<file path="src/rtl/dsc_pkg.sv">
package dsc_pkg;

  // table size default
  localparam int unsigned SlotCountDef = 8;

  // id codes
  localparam logic [31:0] ID_NONE = 32'hffff_ffff;
  localparam logic [31:0] ID_LAST = 32'hffff_fffe;

  // largest chunk the device takes
  localparam logic [8:0] CHUNK_CAP = 9'd256;

  // action codes
  localparam logic [2:0] ACT_ADD_READ  = 3'd0;
  localparam logic [2:0] ACT_ADD_WRITE = 3'd1;
  localparam logic [2:0] ACT_QUERY     = 3'd2;
  localparam logic [2:0] ACT_CLOSE     = 3'd3;
  localparam logic [2:0] ACT_TICK      = 3'd4;

  // configuration port
  localparam int unsigned CFG_IDX_W  = 1;
  localparam int unsigned CFG_DATA_W = 13;
  localparam logic [CFG_IDX_W-1:0] REG_MAX_CHUNK    = 1'd0;
  localparam logic [CFG_IDX_W-1:0] REG_SECTOR_BYTES = 1'd1;
  localparam logic [8:0]  MAX_CHUNK_RST    = 9'd256;
  localparam logic [12:0] SECTOR_BYTES_RST = 13'd512;

  // per slot request record kept in the data memory
  typedef struct packed {
    logic        is_read;
    logic [31:0] buffer;
    logic [31:0] sector;
    logic [31:0] remaining;
  } slot_rec_t;

endpackage

</file>
<file path="src/rtl/dsc_ram.sv">
module dsc_ram #(
  parameter int unsigned WIDTH = 32,
  parameter int unsigned DEPTH = 8
) (
  input  logic                                  clk_i,
  input  logic                                  we_i,
  input  logic [(DEPTH > 1 ? $clog2(DEPTH) : 1)-1:0] waddr_i,
  input  logic [WIDTH-1:0]                      wdata_i,
  input  logic [(DEPTH > 1 ? $clog2(DEPTH) : 1)-1:0] raddr_i,
  output logic [WIDTH-1:0]                      rdata_o
);

  logic [WIDTH-1:0] mem_q [DEPTH];

  // one write port, one registered read port
  always_ff @(posedge clk_i) begin
    if (we_i) begin
      mem_q[waddr_i] <= wdata_i;
    end
    rdata_o <= mem_q[raddr_i];
  end

endmodule

</file>
<file path="src/rtl/disk_request_chunk_scheduler_core.sv">
// disk request chunk scheduler
//
// One word enters on the input channel (in_valid_i / in_stall_o) and exactly
// one word leaves on the output channel (out_valid_o / out_stall_i) for it.
// An input word is taken at an edge with in_valid_i high and in_stall_o low.
// The block works on one word at a time; in_stall_o is low only while no
// word is in flight, but a finished word may still sit in the output
// register while the next one is taken.
// Work between acceptance and the result in the output register:
//   add, close, busy tick, empty ready tick, unused action, query of all ones: none
//   ready tick with a held slot: data memory read, multiply, write back
//   query with a held slot: one id memory read per slot, registered compare
// The next word is taken in the cycle after the output load, so the rate is
// set by the id memory sweep for queries and by the chunk read-modify-write for ticks.
// While out_stall_i holds a result, the next result waits in the block and
// in_stall_o stays high. Reset empties the table, clears the id counter,
// phase, close flag and output valid, and loads chunk size 256 and sector size
// 512. Configuration writes are always ready and take effect at once.
module disk_request_chunk_scheduler_core #(
  parameter int unsigned SLOT_COUNT = dsc_pkg::SlotCountDef
) (
  input  logic                             clk_i,
  input  logic                             rst_ni,
  // configuration
  input  logic                             cfg_valid_i,
  output logic                             cfg_ready_o,
  input  logic [dsc_pkg::CFG_IDX_W-1:0]    cfg_index_i,
  input  logic [dsc_pkg::CFG_DATA_W-1:0]   cfg_data_i,
  // input channel
  input  logic                             in_valid_i,
  output logic                             in_stall_o,
  input  logic [2:0]                       action_i,
  input  logic [31:0]                      buffer_address_i,
  input  logic [31:0]                      start_sector_i,
  input  logic [31:0]                      sector_total_i,
  input  logic [31:0]                      query_id_i,
  input  logic                             device_busy_i,
  // output channel
  output logic                             out_valid_o,
  input  logic                             out_stall_i,
  output logic [31:0]                      assigned_id_o,
  output logic                             id_pending_o,
  output logic                             manager_closed_o,
  output logic                             issue_valid_o,
  output logic                             issue_is_read_o,
  output logic [31:0]                      issue_start_sector_o,
  output logic [8:0]                       issue_sector_count_o,
  output logic [31:0]                      issue_buffer_address_o
);

  localparam int unsigned IDX_W = (SLOT_COUNT > 1) ? $clog2(SLOT_COUNT) : 1;
  localparam int unsigned REC_W = $bits(dsc_pkg::slot_rec_t);

  localparam logic [2:0] S_IDLE  = 3'd0;
  localparam logic [2:0] S_QRY   = 3'd1;
  localparam logic [2:0] S_QLAST = 3'd2;
  localparam logic [2:0] S_TCALC = 3'd3;
  localparam logic [2:0] S_TWR   = 3'd4;
  localparam logic [2:0] S_OUT   = 3'd5;

  // control state
  logic [2:0]            state_q, state_d;
  logic [SLOT_COUNT-1:0] held_q, held_d;
  logic [31:0]           last_id_q, last_id_d;
  logic                  busy_q, busy_d;
  logic [IDX_W-1:0]      active_q, active_d;
  logic                  done_q, done_d;
  logic                  closed_q, closed_d;
  logic [8:0]            max_chunk_q;
  logic [12:0]           sector_bytes_q;
  logic                  out_valid_q, out_valid_d;
  logic [IDX_W-1:0]      scan_q, scan_d;
  logic [IDX_W-1:0]      prev_q, prev_d;
  logic                  chk_q, chk_d;

  // payload registers
  logic [31:0]           qid_q, qid_d;
  dsc_pkg::slot_rec_t    rec_q, rec_d;
  logic [8:0]            n_q, n_d;
  logic [21:0]           prod_q, prod_d;
  logic [31:0]           res_id_q, res_id_d;
  logic                  res_pend_q, res_pend_d;
  logic                  res_iv_q, res_iv_d;
  logic                  res_rd_q, res_rd_d;
  logic [31:0]           res_sec_q, res_sec_d;
  logic [8:0]            res_cnt_q, res_cnt_d;
  logic [31:0]           res_buf_q, res_buf_d;
  logic                  out_load;

  // memory ports
  logic                  id_we, dat_we;
  logic [IDX_W-1:0]      id_waddr, id_raddr, dat_waddr, dat_raddr;
  logic [31:0]           id_wdata, id_rdata;
  dsc_pkg::slot_rec_t    dat_wdata, dat_rdata;
  logic [REC_W-1:0]      dat_rdata_raw;

  // table scans over the held bits
  logic [IDX_W-1:0]      free_idx, held_idx;
  logic                  free_any, held_any;
  logic [31:0]           new_id;
  logic [8:0]            cap;
  logic [31:0]           rem_left;

  assign cfg_ready_o = 1'b1;
  assign in_stall_o  = (state_q != S_IDLE);
  assign dat_rdata   = dsc_pkg::slot_rec_t'(dat_rdata_raw);

  dsc_ram #(
    .WIDTH (32),
    .DEPTH (SLOT_COUNT)
  ) u_id_ram (
    .clk_i   (clk_i),
    .we_i    (id_we),
    .waddr_i (id_waddr),
    .wdata_i (id_wdata),
    .raddr_i (id_raddr),
    .rdata_o (id_rdata)
  );

  dsc_ram #(
    .WIDTH (REC_W),
    .DEPTH (SLOT_COUNT)
  ) u_dat_ram (
    .clk_i   (clk_i),
    .we_i    (dat_we),
    .waddr_i (dat_waddr),
    .wdata_i (dat_wdata),
    .raddr_i (dat_raddr),
    .rdata_o (dat_rdata_raw)
  );

  // lowest free and lowest held slot
  always_comb begin
    free_idx = '0;
    held_idx = '0;
    for (int i = SLOT_COUNT - 1; i >= 0; i--) begin
      if (!held_q[i]) begin
        free_idx = IDX_W'(i);
      end
      if (held_q[i]) begin
        held_idx = IDX_W'(i);
      end
    end
    free_any = ~&held_q;
    held_any = |held_q;
  end

  // next id, wrapping to zero after the last legal one
  assign new_id = (last_id_q < dsc_pkg::ID_LAST) ? last_id_q + 32'd1 : 32'd0;

  // chunk cap clamped to the device range
  always_comb begin
    if (max_chunk_q == 9'd0) begin
      cap = 9'd1;
    end else if (max_chunk_q > dsc_pkg::CHUNK_CAP) begin
      cap = dsc_pkg::CHUNK_CAP;
    end else begin
      cap = max_chunk_q;
    end
  end

  assign rem_left = rec_q.remaining - {23'd0, n_q};
  assign out_load = (state_q == S_OUT) && (!out_valid_q || !out_stall_i);

  // sequencer
  always_comb begin
    state_d     = state_q;
    held_d      = held_q;
    last_id_d   = last_id_q;
    busy_d      = busy_q;
    active_d    = active_q;
    done_d      = done_q;
    closed_d    = closed_q;
    scan_d      = scan_q;
    prev_d      = prev_q;
    chk_d       = chk_q;
    qid_d       = qid_q;
    rec_d       = rec_q;
    n_d         = n_q;
    prod_d      = prod_q;
    res_id_d    = res_id_q;
    res_pend_d  = res_pend_q;
    res_iv_d    = res_iv_q;
    res_rd_d    = res_rd_q;
    res_sec_d   = res_sec_q;
    res_cnt_d   = res_cnt_q;
    res_buf_d   = res_buf_q;
    out_valid_d = out_valid_q;
    id_we       = 1'b0;
    id_waddr    = free_idx;
    id_wdata    = new_id;
    id_raddr    = scan_q;
    dat_we      = 1'b0;
    dat_waddr   = free_idx;
    dat_wdata   = '{is_read: (action_i == dsc_pkg::ACT_ADD_READ),
                    buffer: buffer_address_i,
                    sector: start_sector_i,
                    remaining: sector_total_i};
    dat_raddr   = held_idx;

    if (out_valid_q && !out_stall_i) begin
      out_valid_d = 1'b0;
    end

    case (state_q)
      S_IDLE: begin
        if (in_valid_i) begin
          res_id_d   = dsc_pkg::ID_NONE;
          res_pend_d = 1'b0;
          res_iv_d   = 1'b0;
          res_rd_d   = 1'b0;
          res_sec_d  = '0;
          res_cnt_d  = '0;
          res_buf_d  = '0;
          state_d    = S_OUT;
          case (action_i)
            dsc_pkg::ACT_ADD_READ, dsc_pkg::ACT_ADD_WRITE: begin
              if (!closed_q && free_any) begin
                id_we            = 1'b1;
                dat_we           = 1'b1;
                held_d[free_idx] = 1'b1;
                last_id_d        = new_id;
                res_id_d         = new_id;
              end
            end
            dsc_pkg::ACT_QUERY: begin
              qid_d = query_id_i;
              if (query_id_i != dsc_pkg::ID_NONE && held_any) begin
                scan_d  = '0;
                chk_d   = 1'b0;
                state_d = S_QRY;
              end
            end
            dsc_pkg::ACT_CLOSE: begin
              closed_d = 1'b1;
            end
            dsc_pkg::ACT_TICK: begin
              if (!busy_q) begin
                if (held_any) begin
                  active_d = held_idx;
                  state_d  = S_TCALC;
                end
              end else if (!device_busy_i) begin
                if (done_q) begin
                  held_d[active_q] = 1'b0;
                end
                busy_d = 1'b0;
              end
            end
            default: begin
            end
          endcase
        end
      end

      // sweep the id memory, compare in the cycle after each read
      S_QRY: begin
        id_raddr = scan_q;
        prev_d   = scan_q;
        chk_d    = 1'b1;
        if (chk_q && held_q[prev_q] && id_rdata == qid_q) begin
          res_pend_d = 1'b1;
        end
        if (scan_q == IDX_W'(SLOT_COUNT - 1)) begin
          state_d = S_QLAST;
        end else begin
          scan_d = scan_q + IDX_W'(1);
        end
      end

      S_QLAST: begin
        if (held_q[prev_q] && id_rdata == qid_q) begin
          res_pend_d = 1'b1;
        end
        state_d = S_OUT;
      end

      // chunk size and address step from the record just read
      S_TCALC: begin
        rec_d = dat_rdata;
        if (dat_rdata.remaining > {23'd0, cap}) begin
          n_d = cap;
        end else begin
          n_d = dat_rdata.remaining[8:0];
        end
        prod_d  = {13'd0, n_d} * {9'd0, sector_bytes_q};
        state_d = S_TWR;
      end

      // write the advanced record back and report the chunk
      S_TWR: begin
        dat_we    = 1'b1;
        dat_waddr = active_q;
        dat_wdata = '{is_read: rec_q.is_read,
                      buffer: rec_q.buffer + {10'd0, prod_q},
                      sector: rec_q.sector + {23'd0, n_q},
                      remaining: rem_left};
        done_d    = (rem_left == 32'd0);
        busy_d    = 1'b1;
        res_iv_d  = 1'b1;
        res_rd_d  = rec_q.is_read;
        res_sec_d = rec_q.sector;
        res_cnt_d = n_q;
        res_buf_d = rec_q.buffer;
        state_d   = S_OUT;
      end

      S_OUT: begin
        if (out_load) begin
          out_valid_d = 1'b1;
          state_d     = S_IDLE;
        end
      end

      default: begin
        state_d = S_IDLE;
      end
    endcase
  end

  // control registers
  always_ff @(posedge clk_i or negedge rst_ni) begin
    if (!rst_ni) begin
      state_q     <= S_IDLE;
      held_q      <= '0;
      last_id_q   <= '0;
      busy_q      <= 1'b0;
      active_q    <= '0;
      done_q      <= 1'b0;
      closed_q    <= 1'b0;
      out_valid_q <= 1'b0;
      scan_q      <= '0;
      prev_q      <= '0;
      chk_q       <= 1'b0;
    end else begin
      state_q     <= state_d;
      held_q      <= held_d;
      last_id_q   <= last_id_d;
      busy_q      <= busy_d;
      active_q    <= active_d;
      done_q      <= done_d;
      closed_q    <= closed_d;
      out_valid_q <= out_valid_d;
      scan_q      <= scan_d;
      prev_q      <= prev_d;
      chk_q       <= chk_d;
    end
  end

  // configuration registers
  always_ff @(posedge clk_i or negedge rst_ni) begin
    if (!rst_ni) begin
      max_chunk_q    <= dsc_pkg::MAX_CHUNK_RST;
      sector_bytes_q <= dsc_pkg::SECTOR_BYTES_RST;
    end else if (cfg_valid_i) begin
      case (cfg_index_i)
        dsc_pkg::REG_MAX_CHUNK:    max_chunk_q    <= cfg_data_i[8:0];
        dsc_pkg::REG_SECTOR_BYTES: sector_bytes_q <= cfg_data_i;
        default: begin
        end
      endcase
    end
  end

  // working payload
  always_ff @(posedge clk_i) begin
    qid_q      <= qid_d;
    rec_q      <= rec_d;
    n_q        <= n_d;
    prod_q     <= prod_d;
    res_id_q   <= res_id_d;
    res_pend_q <= res_pend_d;
    res_iv_q   <= res_iv_d;
    res_rd_q   <= res_rd_d;
    res_sec_q  <= res_sec_d;
    res_cnt_q  <= res_cnt_d;
    res_buf_q  <= res_buf_d;
  end

  // output register
  always_ff @(posedge clk_i) begin
    if (out_load) begin
      assigned_id_o          <= res_id_q;
      id_pending_o           <= res_pend_q;
      manager_closed_o       <= closed_q && !(|held_q);
      issue_valid_o          <= res_iv_q;
      issue_is_read_o        <= res_rd_q;
      issue_start_sector_o   <= res_sec_q;
      issue_sector_count_o   <= res_cnt_q;
      issue_buffer_address_o <= res_buf_q;
    end
  end

  assign out_valid_o = out_valid_q;

endmodule
</file>
<file path="config.mk">
export PLATFORM = sky130hd
export DESIGN_NAME = disk_request_chunk_scheduler_core
export DESIGN_NICKNAME = d
export VERILOG_FILES = /design/src/rtl/dsc_pkg.sv /design/src/rtl/dsc_ram.sv /design/src/rtl/disk_request_chunk_scheduler_core.sv
export SDC_FILE = /design/constraint.sdc
export NUM_CORES = 2
export LEC_CHECK = 0
export BUFFER_PORTS_ARGS = -buffer_cell sky130_fd_sc_hd__buf_4
export CAP_MARGIN = 30
export CORE_MARGIN = 1
export CORE_UTILIZATION = 44
export DETAILED_ROUTE_END_ITERATION = 8
export PLACE_DENSITY = 0.7
export SETUP_SLACK_MARGIN = 0.4
export SLEW_MARGIN = 20
export SYNTH_ARGS = -nofsm -noshare
export SYNTH_HDL_FRONTEND = slang
export SYNTH_SLANG_ARGS = --single-unit
</file>
<file path="constraint.sdc">
create_clock -name clk_i -period 10.7 [get_ports clk_i]
set_input_delay 0.535 -clock clk_i [delete_from_list [all_inputs] [get_ports clk_i]]
set_output_delay 0.535 -clock clk_i [all_outputs]
set_load 0.005 [all_outputs]
</file>
# Yosys cells after proc, flatten, opt, wreduce, memory -nomap -nowiden
# Memories as Yosys holds them, arrays and structs flattened. A register that Yosys moved wholly into a read port is not among the register bits.
# Index checks and enable logic that the tools add are counted.
dict set report totals {
  ff_bits 456
  ramBits 1032
  in_bits 151
  out_inout_bits 112
  wordCells 204
  mem_count 2
}
# name depth width read_ports rd_clocked_by_memory_dff write_ports line_no
set mem_list {}
lappend mem_list {u_dat_ram.mem_q 8 97 1 1 1 dsc_ram.sv:13} ;# logic [WIDTH-1:0] mem_q [DEPTH];
lappend mem_list {u_id_ram.mem_q 8 32 1 1 1 dsc_ram.sv:13}
dict set report classes {
  add_sub_neg 5
  mul 1
  n_lt_le_gt_ge 8
  eq_ne 25
  mux 79
  bitwise 5
  reduce_logical 44
}
# operator count
set op_table {}
lappend op_table {{32-bit one-hot mux with 2 select lines} 2}
lappend op_table {{97-bit two-way mux} 1}
lappend op_table {{3-bit two-way mux} 27}
lappend op_table {{32-bit two-way mux} 2}
lappend op_table {{9-bit two-way mux} 5}
lappend op_table {{32-bit by 1-bit adder with 32-bit output, second input constant} 1}
lappend op_table {{32-bit by 22-bit adder with 32-bit output} 1}
lappend op_table {{32-bit by 9-bit adder with 32-bit output} 1}
lappend op_table {{32-bit == test} 1}
lappend op_table {{32-bit by 9-bit greater-than comparator with 1-bit output} 1}
lappend op_table {{32-bit logical NOT} 1}
lappend op_table {{32-bit < comparator, second input constant} 1}
lappend op_table {{8-bit two-way mux} 4}
lappend op_table {{32-bit != test, second input constant} 1}
lappend op_table {{32-bit by 9-bit subtractor with 32-bit output} 1}
lappend op_table {{1-bit two-way mux} 24}
lappend op_table {{9-bit by 13-bit multiplier with 22-bit output} 1}
lappend op_table {{2-bit != test, second input constant} 11}
lappend op_table {{9-bit one-hot mux with 2 select lines} 1}
lappend op_table {{8-bit one-hot mux with 2 select lines} 1}
lappend op_table {{3-bit one-hot mux with 5 select lines} 1}
lappend op_table {{3-bit by 2-bit == test with 1-bit output, second input constant} 4}
lappend op_table {{3-bit == test, second input constant} 4}
lappend op_table {{3-bit by 4-bit < comparator with 1-bit output, second input constant} 3}
lappend op_table {{other kinds (29)} 67}

# Longest topological paths before layout
dict set report logic_depth {
  ltp_word 15
  depth_mapped 32
  ltp_nobuf 30
}

# Cells and area by module
# Synthesis repeated with hierarchy kept, for this count alone.
dict set report unflattened {
  hier_cells 4095
  area_unflattened_um2 67440.9
}
# mod n_inst cells_per_inst area_per_inst_um2 seq_area_each_um2
set by_module_without_submodules {}
lappend by_module_without_submodules {{dsc_ram at u_dat_ram} 1 1232 31122.3 25244.2}
lappend by_module_without_submodules {disk_request_chunk_scheduler_core 1 2448 25852.3 13300.3}
lappend by_module_without_submodules {{dsc_ram at u_id_ram} 1 415 10466.3 8328.0}

# Least setup slack after synthesis
# No wires, ideal clock.
dict set report synth_path {
  path_kind {register to register}
  startpoint {register state_q[0]}
  endpoint {memory u_dat_ram.mem_q[4][0] (netlist name) (enable)}
  setup_time_ns 0.672
  arrival_time_ns 9.319
  t_required_ns 10.028
  setup_slack_ns 0.709
  path_stages_with_launch 8
  n_path_buf 1
  synth_period_minus_slack_ns 9.991
  path_cell_list {dfrtp_1 -> clkbuf_1 -> nand2b_1 -> nor3_2 -> nand2_1 -> nor2_1 -> a21oi_1 -> nor3_1}
}
dict set report synth_between {
  elab_chain_cells 4
  elab_cells_between_ends 6
  classes_between {eq/ne (1); mux (4); reduce/logical (1)}
}
# element line_no
set synth_rtl {}
lappend synth_rtl {{start, declared} disk_request_chunk_scheduler_core.sv:62} ;# logic [2:0] state_q, state_d;
lappend synth_rtl {{start signal, assigned} disk_request_chunk_scheduler_core.sv:336} ;# state_q <= state_d;
lappend synth_rtl {{3-bit == test / 3-bit logical NOT (equally long branches)} disk_request_chunk_scheduler_core.sv:205} ;# case (state_q)
lappend synth_rtl {{1-bit one-hot mux with 2 select lines} disk_request_chunk_scheduler_core.sv:205}
lappend synth_rtl {{1-bit two-way mux} dsc_ram.sv:17} ;# if (we_i) begin
lappend synth_rtl {{1-bit two-way mux (implied by the code)} dsc_ram.sv:18} ;# mem_q[waddr_i] <= wdata_i;
lappend synth_rtl {{end, declared} dsc_ram.sv:13}
# Parallel ways exist; a longest one is shown, timed or not.

# Final worst setup path
dict set report layout_path {
  startpoint {register max_chunk_q[8]}
  endpoint {register prod_q[18], data pin}
}
dict set report layout_between {
  elab_chain_cells 7
  elab_cells_between_ends 8
  classes_between {mul (1); order compare (2); mux (4); reduce/logical (1)}
}
# element line_no
set layout_rtl {}
lappend layout_rtl {{start, declared} disk_request_chunk_scheduler_core.sv:69} ;# logic [8:0] max_chunk_q;
lappend layout_rtl {{start signal, assigned} disk_request_chunk_scheduler_core.sv:353} ;# max_chunk_q <= dsc_pkg::MAX_CHUNK_RST;
lappend layout_rtl {{start signal, assigned} disk_request_chunk_scheduler_core.sv:357} ;# dsc_pkg::REG_MAX_CHUNK: max_chunk_q <= cfg_data_i[8:0];
lappend layout_rtl {{9-bit greater-than comparator} disk_request_chunk_scheduler_core.sv:155} ;# end else if (max_chunk_q > dsc_pkg::CHUNK_CAP) begin
lappend layout_rtl {{9-bit two-way mux} disk_request_chunk_scheduler_core.sv:155}
lappend layout_rtl {{9-bit two-way mux *} disk_request_chunk_scheduler_core.sv:153} ;# if (max_chunk_q == 9'd0) begin
lappend layout_rtl {{32-bit by 9-bit greater-than comparator with 1-bit output} disk_request_chunk_scheduler_core.sv:281} ;# if (dat_rdata.remaining > {23'd0, cap}) begin
lappend layout_rtl {{9-bit two-way mux *} disk_request_chunk_scheduler_core.sv:281}
lappend layout_rtl {{9-bit two-way mux *} disk_request_chunk_scheduler_core.sv:205}
lappend layout_rtl {{9-bit by 13-bit multiplier with 22-bit output *} disk_request_chunk_scheduler_core.sv:286} ;# prod_d = {13'd0, n_d} * {9'd0, sector_bytes_q};
lappend layout_rtl {{end signal, assigned} disk_request_chunk_scheduler_core.sv:370} ;# prod_q <= prod_d;
lappend layout_rtl {{end, declared} disk_request_chunk_scheduler_core.sv:80} ;# logic [21:0] prod_q, prod_d;
# Every way passes the cells marked *; elsewhere a longest branch is shown, timed or not. The select of a mux whose other input is x is not followed.
# A chain may end at the register's enable or synchronous reset.

==> impl_metrics.csv <==
group,metric,value,unit
outcome,status,"finished clean",
clocking,htree_num_levels,4,
place,placedCellCount,6296,
synthesis,async_flop_share,4.89,%
synthesis,syn_area,67400,um2
critical_path,cp-start-kind,"flop",
sta,holdWs,89.7,ps
synthesis,yosysWarnings,0,
place,gp_congestion,0.880,
critical_path,cp_slowest_cell,"dfstp_2",
floorplanning,placementRows,143,
critical_path,cp-startpoint,"max_chunk_q[8]$_DFFE_PN1P_",
critical_path,critPathMaxStageDelay,810,ps
synthesis,synth_top_area_share,62.7,%
synthesis,synthSimpleGateAreaFrac,6.28,%
synthesis,syn_nets,4479,
drt,route.detailed.drc,0,
grt,grt_overflow,0,
drt,routed_wl,160,mm
finish,syn_to_final_growth,16.2,%
synthesis,muxShareOfSynthArea,11.5,%
critical_path,ff2ff_path_depth,28,
floorplanning,fp.dieArea,155000,um2
synthesis,post_synth_inst_count,4153,
place,dp.final_hpwl,96.8,mm
floorplanning,die_x,393,um
sta,final-hold-violation-count,0,
clocking,cts_buffers,167,
power,power.density,243,nW/um2
drt,routedWlPerCell,23.9,um
clocking,clock-root-buffer,"clkbuf_16",
run,cap_violations,0,
finish,nNetsFinal,4830,
synthesis,ys_seq_area_share,69.5,%
synthesis,synth_compound_area_share,4.26,%
drt,ant_nets,0,
clocking,cts_buffer_depth,3,
floorplanning,start_util,44.3,%
power,leakage,0.0273,uW
critical_path,required,11360,ps
sta,setup_viol,0,
critical_path,timing.rr.end,"prod_q[18]$_DFFE_PP_",
synthesis,ys.flop_type,"edfxtp_1",
drt,vias,37434,
synthesis,synth.distinct_cells,80,
synthesis,synth-edff-count,1409,
synthesis,syn_area_per_cell,16.2,um2
synthesis,synth_seq_cells,1617,
sta,relSlewSlack,31.7,%
power,max-vdd-ir-drop,169,uV
sta,tightest_slew,1010,ps
clocking,clk_pin_slew_worst_paths,60,ps
sta,setup_tns,0,ps
critical_path,path_class,"reg2reg",
synthesis,synth_top_family_by_area,"multiplexers",
finish,utilization,51.5,%
sta,max_freq,118,MHz
grt,grt_pass1_wl,237,mm
sta,min_period,8460,ps
synthesis,synth_common_cells,"1409 x edfxtp_1, 377 x nand2_1, 260 x mux4_2",
drt,drtIter0Drc,3929,
clocking,cts.sinks,1617,
worst_hold_path,holdPathStages,3,
critical_path,r2r_slack,2240,ps
critical_path,endpoint,"prod_q[18]$_DFFE_PP_",
grt,first_global_vias,37389,
drt,drtPass1Iterations,8,
synthesis,synth_top_area_cell,"edfxtp_1",
sta,slew_violations,0,
sta,fin_crit_sh,79.1,%
grt,grt_start_max_net_pins,136,
floorplanning,die_height,393,um
synthesis,synth_area_leaders,"edfxtp_1 63%, mux4_2 8.7%, dfxtp_1 3.8%, dfrtp_1 2.9%, mux2_2 2.6%",
synthesis,synth_xor_area_share,1.94,%
critical_path,path_max_fanout,70,
finish,antennaDiodeCount,0,
worst_hold_path,min_path_type,"in2reg",
critical_path,worstReg2RegStart,"max_chunk_q[8]$_DFFE_PN1P_",
clocking,cts_resized,0,
sta,skew,55.5,ps
floorplanning,io_pins,263,
place,io_buffers,261,
finish,fin_cells,6678,
synthesis,synth_adder_area_share,4.15,%
synthesis,synthMostInstantiatedCell,"edfxtp_1",
drt,via_per_inst,5.61,
critical_path,arrival,9120,ps
clocking,cts_tree,"yes",
sta,grt_setup_unrepaired,"no",
floorplanning,coreArea,152000,um2
grt,track_usage,20.4,%
grt,antenna_found_initial,4,
clocking,clock_latency,830,ps
finish,layout-drive-gt1-share,23.7,%
critical_path,cp-end-kind,"flop",
## logic make-up after synthesis
family          after synthesis
mux                         429
fa+ha+maj                   175
simple gates                874
xor+xnor                    149
flops                      1617
compound gates              499
buf+inv                     409
other cells                   1
## through the flow
stage,instance area [um2],setup WS (ps),total power [uW]
after global routing,78400,1820,19900
after floorplan,67400,709,11700
after global placement,71700,2230,13100
after detailed placement,71900,2020,13200
final,78400,2240,19100
after CTS,78100,2020,19200
## how the worst min path moves through the flow
stage                                       start                      end
floorplan                                  rst_ni  active_q[0]$_DFFE_PN0P_
global placement    u_dat_ram.rdata_o[95]$_DFF_P_      rec_q[95]$_DFFE_PP_
detailed placement  u_dat_ram.rdata_o[56]$_DFF_P_      rec_q[56]$_DFFE_PP_
CTS                                 device_busy_i       busy_q$_DFFE_PN0P_
global route                        device_busy_i       busy_q$_DFFE_PN0P_
finish                              device_busy_i       busy_q$_DFFE_PN0P_
## registers in the layout (all words and copies together), names as in the netlist, 13 cells and up
register / cells
issue_start_sector_o: 32
res_buf_q: 32
u_dat_ram.rdata_o: 97
u_id_ram.rdata_o: 32
res_id_q: 32
res_sec_q: 32
u_id_ram.mem_q: 256
rec_q: 97
last_id_q: 32
issue_buffer_address_o: 32
u_dat_ram.mem_q: 776
prod_q: 22
sector_bytes_q: 13
qid_q: 32
assigned_id_o: 32
## repair_timing
action / 4_1_cts / 5_1_grt
setup buffers: 0 / 0
hold buffers: 48 / 0
setup endpoints to repair: 0 / 0
endpoints found under the hold margin: 77 / 0
## metal layers
layer / vias up / routed length [um] / global-route usage, %
li1: 16541 / - / -
met1: 19159 / 66700 / 27.9
met2: 1498 / 77100 / 33.1
met3: 234 / 11300 / 3.53
met4: 2 / 4400 / 6.71
met5: - / 9 / 0
## area by class of cell
cell class / count / area [um2]
repair buffers: 400 / 3310
flip-flops and latches: 1617 / 46900
clock inverters: 83 / 1080
inverters: 191 / 717
fillers: 12207 / 73700
well taps: 2030 / 2540
clock buffers: 230 / 4710
multi-input cells: 2127 / 19100
## layout by cell type, fill, tap and decap left out, types with 33 or more instances in the layout
cell and count:
a21oi_1 114, a31oi_1 58, and3_1 78, buf_4 321
clkbuf_1 35, clkbuf_16 168, clkinv_2 33, dfrtp_1 74
dfxtp_1 129, dlygate4sd3_1 48, edfxtp_1 1409, fa_1 81
ha_1 94, inv_1 191, mux2_2 158, mux4_2 260
nand2_1 375, nand3_1 40, nand4_1 78, nor2_1 100
nor3_1 36, o21ai_0 225, xnor2_1 89, xor2_1 60
## report_power, final
group / switching [uW] / internal [uW]
logic: 2550 / 1850
registers: 509 / 8200
clock network: 2510 / 3420
total: 5580 / 13500
## worst max-delay path: cells and delay by family (launching register included)
family	cells	cell delay, ps
DFF	1	810
adders and majority gates	6	2620
and+or+nand+nor	5	1130
buffers and inverters	6	1000
AOI/OAI and AO/OA	11	2730
No activity file was read; power rests on OpenSTA's default activity.
